--- src/sv/mf2d_pkg.sv ---
package mf2d_pkg;

	// fixed field widths
	localparam int PIX_W = 8;
	localparam int COL_W = 11;
	localparam int ROW_W = 16;
	localparam int SEQ_W = 8;
	localparam int CFG_DATA_W = 16;
	localparam int CFG_WIDTH_MAX = 2047;
	localparam int JQ_DEPTH = 4;

	// request opcodes
	localparam logic OP_PIXEL = 1'b0;
	localparam logic OP_DRAIN = 1'b1;

	// register indexes
	localparam logic REG_IMAGE_WIDTH = 1'b0;
	localparam logic REG_IMAGE_HEIGHT = 1'b1;

	localparam logic [COL_W-1:0] WIDTH_RESET = 11'd1024;
	localparam logic [ROW_W-1:0] HEIGHT_RESET = 16'd1024;

	typedef struct packed {
		logic op;
		logic [PIX_W-1:0] pixel_in;
	} in_item_t;

	typedef struct packed {
		logic [PIX_W-1:0] pixel_out;
		logic frame_end;
	} out_item_t;

	// one output position handed from front to back
	typedef struct packed {
		logic [COL_W-1:0] col;
		logic [ROW_W-1:0] row;
		logic [COL_W-1:0] wm1;
		logic [ROW_W-1:0] hm1;
		logic [SEQ_W-1:0] seq;
		logic last;
	} job_t;

	// row store write
	typedef struct packed {
		logic en;
		logic [COL_W-1:0] col;
		logic [SEQ_W-1:0] seq;
		logic [PIX_W-1:0] pix;
	} wr_t;

	// back has finished reading rows of a job
	typedef struct packed {
		logic valid;
		logic [SEQ_W-1:0] seq;
	} retire_t;

endpackage

--- src/sv/mf2d_jobq.sv ---
module mf2d_jobq (
	input logic clk,
	input logic arst_n,
	input logic wr_en,
	input mf2d_pkg::job_t wr_job,
	output logic q_full,
	input logic rd_en,
	output logic rd_valid,
	output mf2d_pkg::job_t rd_job
);
	import mf2d_pkg::*;

	localparam int PW = $clog2(JQ_DEPTH);

	job_t slot_q [JQ_DEPTH];
	logic [PW-1:0] wp_q;
	logic [PW-1:0] rp_q;
	logic [PW:0] cnt_q;

	assign q_full = cnt_q == (PW+1)'(JQ_DEPTH);
	assign rd_valid = cnt_q != '0;
	assign rd_job = slot_q[rp_q];

	// storage
	always_ff @(posedge clk) begin
		if (wr_en) begin
			slot_q[wp_q] <= wr_job;
		end
	end

	// pointers and fill
	always_ff @(posedge clk or negedge arst_n) begin
		if (!arst_n) begin
			wp_q <= '0;
			rp_q <= '0;
			cnt_q <= '0;
		end else begin
			if (wr_en) begin
				wp_q <= wp_q + 1'b1;
			end
			if (rd_en) begin
				rp_q <= rp_q + 1'b1;
			end
			if (wr_en && !rd_en) begin
				cnt_q <= cnt_q + 1'b1;
			end else if (!wr_en && rd_en) begin
				cnt_q <= cnt_q - 1'b1;
			end
		end
	end

endmodule

--- config.mk ---
export PLATFORM = sky130hd
export DESIGN_NAME = mf2d_jobq
export DESIGN_NICKNAME = d
export VERILOG_FILES = /design/src/sv/mf2d_pkg.sv /design/src/sv/mf2d_jobq.sv
export SDC_FILE = /design/constraint.sdc
export NUM_CORES = 1
export LEC_CHECK = 0
export BUFFER_PORTS_ARGS = -buffer_cell sky130_fd_sc_hd__buf_2
export CAP_MARGIN = 20
export CORE_ASPECT_RATIO = 0.75
export CORE_MARGIN = 5
export CORE_UTILIZATION = 55
export CTS_BUF_LIST = sky130_fd_sc_hd__clkbuf_4 sky130_fd_sc_hd__clkbuf_8
export CTS_CLUSTER_DIAMETER = 30
export DETAILED_ROUTE_END_ITERATION = 10
export PLACE_DENSITY = 0.74
export SYNTH_ARGS = -nofsm -noshare
export SYNTH_HDL_FRONTEND = slang
export SYNTH_SLANG_ARGS = --single-unit
--- constraint.sdc ---
create_clock -name clk -period 5.95 [get_ports clk]
set_input_delay 0 -clock clk [delete_from_list [all_inputs] [get_ports clk]]
set_output_delay 0 -clock clk [all_outputs]
set_load 0.005 [all_outputs]
==> impl_metrics.ini <==
[clocking]
cts_hold_buf = 67
clk_path_buf_depth = 3
postCtsResizedCells = 0
path_clk_slew_ns = 0.06
root_buffer = clkbuf_8
numCtsBuffers = 42
cts_tree = yes
clock_latency_ns = 0.52
post_cts_buffers = 0
cts_max_level = 2
clkSinkCount = 259

[routing]
highest_layer = met4
met3WireLength_mm = 1.42
antenna_left = 0
vias = 4544
wirelength_mm = 17.7
drc = 0
routedWlPerCell_um = 21.0
wl_met1_mm = 7.40
via_per_inst = 5.39
drtPass1Iterations = 4
first_iter_violations = 254
wl_met2_mm = 8.66

[worst_setup_path]
worstReg2RegEnd = slot_q[1][21]
cp.arrival_ns = 2.59
crit_required_ns = 5.95
reg2reg_from = wp_q[1]
critPathCaptureType = primary output
rrSetupSlack_ns = 4.05
worstRegToRegCells = 3
critical_path_peak_fanout = 37
critPathKind = reg2out
start_kind = flip-flop

[logic_synthesis]
syn_avg_cell_area_um2 = 26.1
syn_nets = 436
syn_area_um2 = 9490
synth-edff-count = 252
synth_cell_types = 18
ys_seq_area_share_pct = 81.6
yosys_warnings = 0
synthCells = 363
async_reset_ff_share_pct = 2.70
ys_seq_elements = 259
ys.flop_type = edfxtp_1

[timing]
hold_viol = 0
worst_slew_pin_slew_ns = 0.994
timing.final.crit_share_pct = 43.5
fin_tns_setup_ns = 0
fmax_mhz = 386
skew_ns = 0.0320
maxSlewHeadroom_pct = 33.7
setup-violations-final = 0
period_minus_slack_ns = 2.59
maxSlewViolCount = 0
rsz0062_at_grt = false

[floorplan]
die_area_um2 = 20000
fp.dieW_um = 162
die_h_um = 124
boundaryPins = 132
start_util_pct = 56.2
rows = 41
core_um2 = 16900

[finish]
syn2layout_area_growth_pct = 25.9
fin_cells = 843
layout_common_cells = edfxtp_1, buf_2, dlygate4sd3_1
postLayoutCoreUtil_pct = 70.8
num-nets-final = 667
drive_above_1_share_pct = 44.1
final_common_cell = edfxtp_1

[power_and_ir_drop]
ir_worst_vdd_v = 0.000444
power.total_mw = 5.58
pwr_density_cell_nw_per_um2 = 467
power.leakage_nw = 4.21

[worst_hold_path]
min_from = wr_job[48]
hold_path.class = in2reg
holdPathEnd = slot_q[3][48]
whs_path_depth = 2

[placed_design]
port_buffers = 131
dp_cells = 697
dp_hpwl_mm = 9.40
place.gp.congestion = 0.711

[run]
drv_cap = 0

[global_route]
grt_max_degree = 64
gr-total-overflow = 0
antenna_found_initial = 2
grt_pass1_vias = 5022
grt_pass1_wl_mm = 27.8
grt.total_usage_pct = 18.2

[outcome]
outcome = finished clean
[how the worst max path moves through the flow]
stage                 start           end  depth (start not counted)
floorplan           wp_q[0]  slot_q[2][0]                          3
global placement    rp_q[0]    rd_job[62]                          3
detailed placement  rp_q[0]    rd_job[62]                          3
CTS                 rp_q[0]    rd_job[62]                          3
global route        rp_q[0]    rd_job[62]                          4
finish              rp_q[0]    rd_job[29]                          4
[per-stage QoR]
stage	worst slack, ns	hold slack, ns	instance area [um^2]
2_1_floorplan	3.42	-0.296	9490
3_3_place_gp	3.57	-0.157	10300
3_5_place_dp	3.57	-0.160	10300
4_1_cts	3.00	0.201	11900
5_1_grt	3.15	0.225	11900
6_report	3.36	0.236	11900
[where the power goes]
group	leakage (nW)	internal (mW)	total, mW	switching (mW)
combinational	1.34	0.734	1.45	0.713
clock	0.478	0.941	1.61	0.666
sequential	2.39	2.40	2.52	0.124
[cell families after synthesis]
kind of cell,count (synthesis),synth area share (%)
xor+xnor,6,0.554
compound gates,1,0.0527
buf+inv,18,1.32
simple gates,9,0.528
mux,64,15.1
fa+ha+maj,6,0.870
flops,259,81.6
[state kept, by name, indices dropped and copies added, names as in the netlist]
signal	cells
rp_q	2
cnt_q	3
slot_q	252
wp_q	2
[cells in the mapped netlist (2+ instances only)]
cell	instances	share of area (%)
and2_1	4	0.26
buf_2	7	0.37
buf_6	6	0.71
dfrtp_1	7	1.8
edfxtp_1	252	80
ha_1	5	0.66
inv_1	4	0.16
mux4_2	63	15
nand2_1	2	0.079
xnor2_1	2	0.18
xor2_1	4	0.37
[critical path, cell delays in order, from the launching register on]
cell	delay, ns
dfrtp_4	0.59
buf_4	0.40
buf_16	0.32
mux4_2	0.57
buf_2	0.15
[per-layer routing]
layer	vias up	GRT usage (%)
li1	2027	-
met1	2322	25.1
met2	173	29.6
met3	22	5.09
met4	0	4.44
met5	-	0
[layout make-up]
cell class                      instances  area, um^2
Inverter                                4        15.0
Clock buffer                           58         742
Multi-Input combinational cell         86        1630
Timing Repair Buffer                  201        1370
Fill cell                            1013        4930
Sequential cell                       259        7750
Antenna cell                            2        5.00
Tap cell                              215         269
Clock inverter                         18         165
(Power assumes the default switching activity.)
