===== src/sv/mf2d_pkg.sv =====
package mf2d_pkg;

	// fixed field widths
	localparam int PIX_W = 8;
	localparam int COL_W = 11;
	localparam int ROW_W = 16;
	localparam int SEQ_W = 8;
	localparam int CFG_DATA_W = 16;
	localparam int CFG_WIDTH_MAX = 2047;
	localparam int JQ_DEPTH = 4;

	// request opcodes
	localparam logic OP_PIXEL = 1'b0;
	localparam logic OP_DRAIN = 1'b1;

	// register indexes
	localparam logic REG_IMAGE_WIDTH = 1'b0;
	localparam logic REG_IMAGE_HEIGHT = 1'b1;

	localparam logic [COL_W-1:0] WIDTH_RESET = 11'd1024;
	localparam logic [ROW_W-1:0] HEIGHT_RESET = 16'd1024;

	typedef struct packed {
		logic op;
		logic [PIX_W-1:0] pixel_in;
	} in_item_t;

	typedef struct packed {
		logic [PIX_W-1:0] pixel_out;
		logic frame_end;
	} out_item_t;

	// one output position handed from front to back
	typedef struct packed {
		logic [COL_W-1:0] col;
		logic [ROW_W-1:0] row;
		logic [COL_W-1:0] wm1;
		logic [ROW_W-1:0] hm1;
		logic [SEQ_W-1:0] seq;
		logic last;
	} job_t;

	// row store write
	typedef struct packed {
		logic en;
		logic [COL_W-1:0] col;
		logic [SEQ_W-1:0] seq;
		logic [PIX_W-1:0] pix;
	} wr_t;

	// back has finished reading rows of a job
	typedef struct packed {
		logic valid;
		logic [SEQ_W-1:0] seq;
	} retire_t;

endpackage


===== src/sv/mf2d_front.sv =====
module mf2d_front #(
	parameter int WINDOW = 5,
	parameter int MAX_WIDTH = 1024
) (
	input logic clk,
	input logic arst_n,
	input logic cfg_write,
	input logic cfg_index,
	input logic [mf2d_pkg::CFG_DATA_W-1:0] cfg_data,
	input logic push,
	input mf2d_pkg::in_item_t in_item,
	output logic full,
	input logic jq_full,
	input mf2d_pkg::retire_t retire,
	output logic job_push,
	output mf2d_pkg::job_t job,
	output mf2d_pkg::wr_t wr
);
	import mf2d_pkg::*;

	localparam int RADIUS = WINDOW / 2;
	localparam int NBANK = 2 ** $clog2(3 * RADIUS + 3);
	localparam int TH_W = $clog2(RADIUS * CFG_WIDTH_MAX + RADIUS + 2);
	localparam int MAXW_I = (MAX_WIDTH > CFG_WIDTH_MAX) ? CFG_WIDTH_MAX : MAX_WIDTH;
	localparam logic [COL_W-1:0] MAXW = COL_W'(MAXW_I);

	logic [COL_W-1:0] width_q;
	logic [ROW_W-1:0] height_q;
	logic [COL_W-1:0] w_q;
	logic [ROW_W-1:0] h_q;
	logic [TH_W-1:0] th_q;
	logic busy_q;
	logic [COL_W-1:0] icol_q;
	logic [ROW_W-1:0] irow_q;
	logic [TH_W-1:0] d_q;
	logic [COL_W-1:0] ocol_q;
	logic [ROW_W-1:0] orow_q;
	logic [SEQ_W-1:0] oseq_q;
	logic [SEQ_W-1:0] fseq_q;
	logic [SEQ_W-1:0] lr_q;

	logic [COL_W-1:0] eff_w, cur_w;
	logic [ROW_W-1:0] eff_h, cur_h;
	logic [TH_W-1:0] eff_th, cur_th, d_new;
	logic accept, is_pix, start, all_in, wr_pix, col_wrap, all_in_new, emit;
	logic o_wrap, o_last, block;
	logic [SEQ_W-1:0] seq_gap;

	// frame sizes taken from the registers
	always_comb begin
		if (width_q == '0) begin
			eff_w = COL_W'(1);
		end else if (width_q > MAXW) begin
			eff_w = MAXW;
		end else begin
			eff_w = width_q;
		end
		eff_h = (height_q == '0) ? ROW_W'(1) : height_q;
		eff_th = TH_W'(RADIUS) * TH_W'(eff_w) + TH_W'(RADIUS + 1);
	end

	// item classification and emission decision
	always_comb begin
		accept = push && !full;
		is_pix = in_item.op == OP_PIXEL;
		start = accept && is_pix && !busy_q;
		cur_w = start ? eff_w : w_q;
		cur_h = start ? eff_h : h_q;
		cur_th = start ? eff_th : th_q;
		all_in = irow_q == cur_h;
		wr_pix = accept && is_pix && !all_in;
		col_wrap = icol_q == cur_w - 1'b1;
		d_new = d_q + TH_W'(wr_pix);
		all_in_new = all_in ||
			(wr_pix && col_wrap && ((ROW_W+1)'(irow_q) + 1'b1 == (ROW_W+1)'(cur_h)));
		emit = accept && (busy_q || start) && (d_new >= cur_th || all_in_new);
		o_wrap = ocol_q == cur_w - 1'b1;
		o_last = o_wrap && (orow_q == cur_h - 1'b1);
	end

	// hold off while the back still needs the bank that the next row reuses
	assign seq_gap = fseq_q - lr_q;
	assign block = seq_gap >= SEQ_W'(NBANK - RADIUS);
	assign full = jq_full || block;

	always_comb begin
		job_push = emit;
		job.col = ocol_q;
		job.row = orow_q;
		job.wm1 = cur_w - 1'b1;
		job.hm1 = cur_h - 1'b1;
		job.seq = oseq_q;
		job.last = o_last;
		wr.en = wr_pix;
		wr.col = icol_q;
		wr.seq = fseq_q;
		wr.pix = in_item.pixel_in;
	end

	// configuration registers
	always_ff @(posedge clk or negedge arst_n) begin
		if (!arst_n) begin
			width_q <= WIDTH_RESET;
			height_q <= HEIGHT_RESET;
		end else if (cfg_write) begin
			case (cfg_index)
				REG_IMAGE_WIDTH: begin
					width_q <= cfg_data[COL_W-1:0];
				end
				REG_IMAGE_HEIGHT: begin
					height_q <= cfg_data[ROW_W-1:0];
				end
				default: begin
					width_q <= width_q;
				end
			endcase
		end
	end

	// frame counters
	always_ff @(posedge clk or negedge arst_n) begin
		if (!arst_n) begin
			w_q <= WIDTH_RESET;
			h_q <= HEIGHT_RESET;
			th_q <= '0;
			busy_q <= 1'b0;
			icol_q <= '0;
			irow_q <= '0;
			d_q <= '0;
			ocol_q <= '0;
			orow_q <= '0;
			oseq_q <= '0;
			fseq_q <= '0;
			lr_q <= '0;
		end else begin
			if (retire.valid) begin
				lr_q <= retire.seq;
			end
			if (start) begin
				w_q <= eff_w;
				h_q <= eff_h;
				th_q <= eff_th;
				busy_q <= 1'b1;
			end
			if (wr_pix) begin
				if (col_wrap) begin
					icol_q <= '0;
					irow_q <= irow_q + 1'b1;
					fseq_q <= fseq_q + 1'b1;
				end else begin
					icol_q <= icol_q + 1'b1;
				end
			end
			if (accept) begin
				d_q <= emit ? d_new - 1'b1 : d_new;
			end
			if (emit) begin
				if (o_wrap) begin
					ocol_q <= '0;
					orow_q <= orow_q + 1'b1;
					oseq_q <= oseq_q + 1'b1;
				end else begin
					ocol_q <= ocol_q + 1'b1;
				end
				if (o_last) begin
					icol_q <= '0;
					irow_q <= '0;
					d_q <= '0;
					ocol_q <= '0;
					orow_q <= '0;
					busy_q <= 1'b0;
				end
			end
		end
	end

endmodule


===== config.mk =====
export PLATFORM = sky130hd
export DESIGN_NAME = mf2d_front
export DESIGN_NICKNAME = d
export VERILOG_FILES = /design/src/sv/mf2d_pkg.sv /design/src/sv/mf2d_front.sv
export SDC_FILE = /design/constraint.sdc
export NUM_CORES = 1
export LEC_CHECK = 0
export BUFFER_PORTS_ARGS = -buffer_cell sky130_fd_sc_hd__buf_4
export CORE_MARGIN = 2
export CORE_UTILIZATION = 52
export DETAILED_ROUTE_END_ITERATION = 6
export GPL_TIMING_DRIVEN = 0
export PLACE_DENSITY = 0.72
export RECOVER_POWER = 100
export SYNTH_ARGS = -nofsm -noshare
export SYNTH_HDL_FRONTEND = slang
export SYNTH_SLANG_ARGS = --single-unit

===== constraint.sdc =====
create_clock -name clk -period 13.08 [get_ports clk]
set_input_delay 1.308 -clock clk [delete_from_list [all_inputs] [get_ports clk]]
set_output_delay 1.308 -clock clk [all_outputs]
set_load 0.05 [all_outputs]

==> flow_summary.json, run 1 <==
{
  "drtAntennaViolNets": 0,
  "drt-total-wl_mm": 32.4,
  "grt_pass1_vias": 9618,
  "syn_avg_cell_area_um2": 8.66,
  "drc_errors": 0,
  "violations": "max-capacitance violations, max-slew violations",
  "fmax_mhz": 90.0,
  "worstReg2RegStart": "fseq_q[0]$_DFFE_PN0P_",
  "setup_violations": 0,
  "status": "finished, violations left",
  "via_per_inst": 5.80,
  "syn_nets": 1378,
  "power_leakage_nw": 5.79,
  "timing.reg2reg.setup_slack_ps": 2770,
  "overflow": 0,
  "maxSlewHeadroom_pct": -202,
  "h-tree-depth": 4,
  "synth_area_um2": 11300,
  "finalWorstSetupSlack_ps": 1970,
  "reg2reg_to": "d_q[12]$_DFF_PN0_",
  "path_clk_slew_ps": 60,
  "cts-resized-gates": 0,
  "ys.warnings.count": 0,
  "yosysTopAreaCellShare_pct": 34.3,
  "cpPeakStageDelay_ps": 730,
  "fin_nets": 1522,
  "cp_common_cell": "clkbuf_1",
  "holdCritStartpoint": "th_q[12]$_DFF_PN0_",
  "syn2layout_area_growth_pct": 12.7,
  "dpl.hpwl_mm": 24.4,
  "cts_tree": "yes",
  "dieArea_um2": 22900,
  "antenna_found_initial": 0,
  "yosysSeqAreaShare_pct": 35.2,
  "antenna_cells": 0,
  "numCtsBuffers": 17,
  "required_ps": 11770,
  "wl_per_cell_um": 18.6,
  "finalHoldViolCount": 0,
  "vdd_ir_drop_max_v": 0.000224,
  "root_buffer": "clkbuf_16",
  "ys_top_cells_by_area": "dfrtp_1 (34%), xnor2_1 (8.2%), xor2_1 (6.5%), nor2_1 (4.2%), nand2_1 (3.9%)",
  "r2r_cells": 30,
  "synth_cell_types": 79,
  "drt_iter0_drc": 764,
  "ys.flop_type": "dfrtp_1",
  "cp_max_fo": 10,
  "std_cell_rows": 53,
  "hold_path_end": "th_q[12]$_DFF_PN0_",
  "grt_pass1_wl_mm": 51.5,
  "grt_max_degree": 86,
  "vias": 10074,
  "track_usage_pct": 29.0,
  "async_reset_ff_share_pct": 100,
  "yosys.area.top_type": "dfrtp_1",
  "dp_worst_setup_slack_ps": 3800,
  "ys_seq_elements": 159,
  "firstDrtPassIters": 6,
  "maxCapViolCount": 2,
  "syn_inst": 1305,
  "rsz0062_at_grt": "false",
  "synth_enable_flop_cells": 0,
  "cp-start-kind": "flip-flop",
  "start_util_pct": 53.4,
  "port_buffers": 124,
  "finClkSkew_ps": 11.5,
  "fin_setup_tns_ps": 0,
  "clk_path_buf_depth": 2,
  "crit_arrival_ps": 9800,
  "crit_type": "flip-flop to output port",
  "fin_crit_sh_pct": 84.9,
  "chipWidth_um": 151,
  "fill_cells": 1936,
  "core_area_um2": 21200,
  "min-delay-path-class": "flip-flop to flip-flop",
  "finalMaxSlewViolations": 162,
  "hold_depth": 2,
  "io_pins": 133,
  "cts.sinks": 159,
  "min_period_ps": 11110,
  "drive_gt1_share_pct": 8.34,
  "cp-end-kind": "output port",
  "insertion_delay_ps": 440,
  "critPathSlowestCell": "o41ai_2",
  "powerDensity_nw_per_um2": 159,
  "die_h_um": 151,
  "worst_pin_slew_ps": 4530,
  "cts_hold_buf": 0,
  "gp_congestion": 0.985,
  "postCtsSetupRepairBufs": 0
}
==> through the flow <==
step | hold slack, ps | std cells | instance area [um^2] | util (%) | power [mW]
final | 467 | 1737 | 12700 | 60.2 | 2.02
after global routing | 495 | 1737 | 12700 | 60.2 | 2.12
after global placement | 448 | 1704 | 12600 | 59.5 | 1.53
after detailed placement | 453 | 1705 | 12600 | 59.6 | 1.54
after CTS | 468 | 1737 | 13200 | 62.5 | 2.07
after floorplan | 433 | 1305 | 11300 | - | 1.28
==> report_power, final <==
| part | switching [mW] | internal (mW) | total [mW] |
|---|---|---|---|
| clock | 0.210 | 0.321 | 0.531 |
| combinational | 0.623 | 0.276 | 0.898 |
| sequential | 0.0488 | 0.544 | 0.593 |
==> synthesized netlist by cell type (7+ instances only) <==
library cell and instances:
buf_2 10, nand3_1 47, nor2_1 126, a31oi_1 9
o21a_1 7, nand2b_1 10, clkbuf_1 60, nand3b_1 7
or3_1 10, xor2_1 84, mux2i_1 34, inv_1 71
nor3b_1 7, a21oi_1 33, xnor2_1 106, o21ai_0 58
nor2b_1 17, nor4_1 16, mux2_2 34, dfrtp_1 155
nor3_1 45, o22ai_1 7, nand2_1 118, nand4_1 34
buf_4 12, and3_1 30, a211oi_1 8, ha_1 32
==> cells in the final DEF, fill, tap and decap left out, types with 7 or more instances in the layout <==
cell type and n:
a211oi_1 8, a21oi_1 34, a31oi_1 9, and3_1 30, buf_4 42, clkbuf_1 176
clkbuf_16 17, dfrtp_1 155, ha_1 32, inv_1 71, mux2_2 32, mux2i_1 35
nand2_1 119, nand2b_1 10, nand3_1 48, nand3b_1 7, nand4_1 34, nor2_1 126
nor2b_1 17, nor3_1 48, nor3b_1 7, nor4_1 16, o21a_1 7, o21ai_0 62
o22ai_1 7, or3_1 10, xnor2_1 106, xor2_1 84
==> worst max-delay path by stage <==
stage,start,to,slack (ps)
after floorplan,fseq_q[0]$_DFFE_PN0P_,job[0],4070
after global placement,fseq_q[0]$_DFFE_PN0P_,job[0],3840
after detailed placement,fseq_q[0]$_DFFE_PN0P_,job[0],3800
after CTS,fseq_q[0]$_DFFE_PN0P_,job[0],3200
after global routing,fseq_q[0]$_DFFE_PN0P_,job_push,1410
final,fseq_q[0]$_DFFE_PN0P_,job_push,1970
==> logic make-up (layout without fill, tap and decap cells) <==
family | count (synthesis) | in the layout | share of synthesized area [%]
multiplexers | 69 | 69 | 6.60
adder cells (fa/ha/maj) | 33 | 33 | 3.72
flip-flops | 159 | 159 | 35.2
AO/OA/AOI/OAI | 184 | 184 | 10.7
XOR/XNOR | 191 | 191 | 14.9
buffers and inverters | 163 | 320 | 6.32
AND/OR/NAND/NOR | 506 | 506 | 22.5
==> area by class of cell <==
type / instances / area (um^2) / area share, %
well taps: 275 / 344 / 2.70
clock inverters: 9 / 160 / 1.26
inverters: 71 / 267 / 2.09
flip-flops and latches: 159 / 3980 / 31.3
clock buffers: 23 / 448 / 3.52
multi-input cells: 983 / 6550 / 51.4
plain buffers: 92 / 392 / 3.07
repair buffers: 125 / 593 / 4.66
==> critical path: cells and delay by family (launching register included) <==
kind / cells / cell delay [ps]
AO/OA/AOI/OAI: 8 / 2900
buffers and inverters: 8 / 2450
adder cells (fa/ha/maj): 3 / 1010
multiplexers: 1 / 320
flip-flops: 1 / 410
AND/OR/NAND/NOR: 8 / 2240
==> registers in the layout (all words and copies together), names as in the netlist <==
register	cells
th_q	13
fseq_q	8
oseq_q	8
lr_q	8
icol_q	11
ocol_q	11
irow_q	16
width_q	11
w_q	11
h_q	16
height_q	16
orow_q	16
d_q	13
busy_q	1
==> metal layers <==
layer / global-route usage, % / up-vias / wire, um
met5: 0 / - / 0
met4: 9.67 / 0 / 882
met3: 4.13 / 73 / 2250
met2: 46.4 / 432 / 14600
met1: 40.5 / 4781 / 14600
li1: - / 4788 / -
Note: power is estimated with default switching activity, not from simulation.
==> run 2: changes to the inputs <==
PLACE_DENSITY = 0.75   (was 0.72)
clock period = 9.4 ns   (was 13.08 ns; I/O delays follow)
==> flow_summary.json, run 2 (synthesis gave the netlist of run 1 again) <==
{
  "fill_cells": 1965,
  "cts.sinks": 159,
  "wl_per_cell_um": 18.7,
  "io_pins": 133,
  "finClkSkew_ps": 11.3,
  "drc_errors": 0,
  "final_common_cell": "clkbuf_1",
  "final_cell_mix": "clkbuf_1 (160), dfrtp_1 (155), nor2_1 (126)",
  "path_clk_slew_ps": 60,
  "via_per_inst": 5.88,
  "gp_congestion": 0.998,
  "fin_setup_tns_ps": 0,
  "power_leakage_nw": 5.91,
  "powerDensity_nw_per_um2": 227,
  "overflow": 0,
  "rsz0062_at_grt": "false",
  "setup_violations": 0,
  "fin_crit_sh_pct": 96.3,
  "wl_met2_mm": 14.8,
  "required_ps": 8460,
  "regArea_um2": 3980,
  "port_buffers": 124,
  "critPathSlowestCell": "or4_1",
  "maxCapViolCount": 2,
  "placed_area_um2": 12600,
  "cp_max_fo": 10,
  "finalMaxSlewViolations": 162,
  "insertion_delay_ps": 430,
  "status": "finished, violations left",
  "cpPeakStageDelay_ps": 490,
  "h-tree-depth": 4,
  "cp-start-kind": "flip-flop",
  "vdd_ir_drop_max_v": 0.000221,
  "dieArea_um2": 22900,
  "track_usage_pct": 29.0,
  "antenna_cells": 0,
  "antenna_found_initial": 0,
  "drt_iter0_drc": 815,
  "finalHoldViolCount": 0,
  "chipWidth_um": 151,
  "crit_arrival_ps": 8110,
  "final_area_um2": 12900,
  "core_area_um2": 21200,
  "violations": "max-capacitance violations, max-slew violations",
  "wl_met1_mm": 14.0,
  "fin_nets": 1523,
  "cp-end-kind": "output port",
  "drive_gt1_share_pct": 10.0,
  "cts_hold_buf": 0,
  "multi_input_area_um2": 6610,
  "grt_pass1_wl_mm": 51.6,
  "numCtsBuffers": 17,
  "root_buffer": "clkbuf_16",
  "min-delay-path-class": "flip-flop to flip-flop",
  "grt_pass1_vias": 9617,
  "clk_path_buf_depth": 2,
  "top_layer": "met4",
  "syn2layout_area_growth_pct": 14.5,
  "firstDrtPassIters": 6,
  "die_h_um": 151,
  "drt-total-wl_mm": 32.6,
  "grt_max_degree": 99,
  "std_cell_rows": 53,
  "cts_tree": "yes",
  "crit_type": "flip-flop to output port",
  "wl_met3_mm": 2.84,
  "start_util_pct": 53.4,
  "min_period_ps": 9050,
  "dpl.hpwl_mm": 24.5,
  "hold_ws_ps": 471,
  "fmax_mhz": 110,
  "maxSlewHeadroom_pct": -232,
  "vias": 10219,
  "worst_pin_slew_ps": 4990,
  "drtAntennaViolNets": 0
}
[run 2: routing by layer]
| layer | global-route usage, % | vias up |
|---|---|---|
| met4 | 9.25 | 0 |
| met2 | 46.9 | 479 |
| met3 | 4.28 | 70 |
| met1 | 40.1 | 4886 |
| met5 | 0 | - |
| li1 | - | 4784 |
[run 2: final cells by class]
type	instances	area share (%)
multi-input combinational	983	51.1
sequential	159	30.8
timing repair buffer	126	4.74
clock buffer	22	3.74
buffer	92	3.26
tap	275	2.66
inverter	71	2.06
clock inverter	10	1.70
[run 2: worst max-delay path: cells and delay by family, from the launching register on]
family / cells / cell delay (ps)
and+or+nand+nor: 8 / 1940
xor gates and xnor gates: 1 / 300
buffers and inverters: 9 / 1520
DFF: 1 / 420
AOI/OAI and AO/OA: 10 / 1700
adders and majority gates: 5 / 1440
muxes: 1 / 370
[run 2: final timing paths]
check	startpoint	to	slack, ps	cells past startpoint
max in group asynchronous	arst_n	th_q[0]$_DFF_PN0_	1700	2
max	fseq_q[0]$_DFFE_PN0P_	job_push	350	34
min	th_q[0]$_DFF_PN0_	th_q[0]$_DFF_PN0_	470	1
min reg2reg	th_q[0]$_DFF_PN0_	th_q[0]$_DFF_PN0_	470	1
max reg2reg	fseq_q[0]$_DFFE_PN0P_	d_q[12]$_DFF_PN0_	650	36
min in group asynchronous	arst_n	fseq_q[3]$_DFFE_PN0P_	1640	1
[run 2: power breakdown]
group,switching [mW],internal (mW)
clock network,0.304,0.533
logic,0.878,0.393
registers,0.0690,0.757
total,1.25,1.68
[run 2: timing repair]
action | CTS | global route
setup buffers | 0 | 1
pin swaps | 0 | 2
gates resized for setup | 1 | 9
endpoints found under the setup margin | 1 | 2
[run 2: per-stage QoR]
| stage | utilization (%) | total power [mW] | setup WS (ps) | std cells |
|---|---|---|---|---|
| 3_3_place_gp | 59.5 | 2.12 | 519 | 1704 |
| 4_1_cts | 63.0 | 2.99 | 82.6 | 1737 |
| 5_1_grt | 61.2 | 3.08 | 41.3 | 1738 |
| 2_1_floorplan | - | 1.78 | 760 | 1305 |
| 3_5_place_dp | 59.6 | 2.14 | 430 | 1705 |
| 6_report | 61.2 | 2.93 | 348 | 1738 |
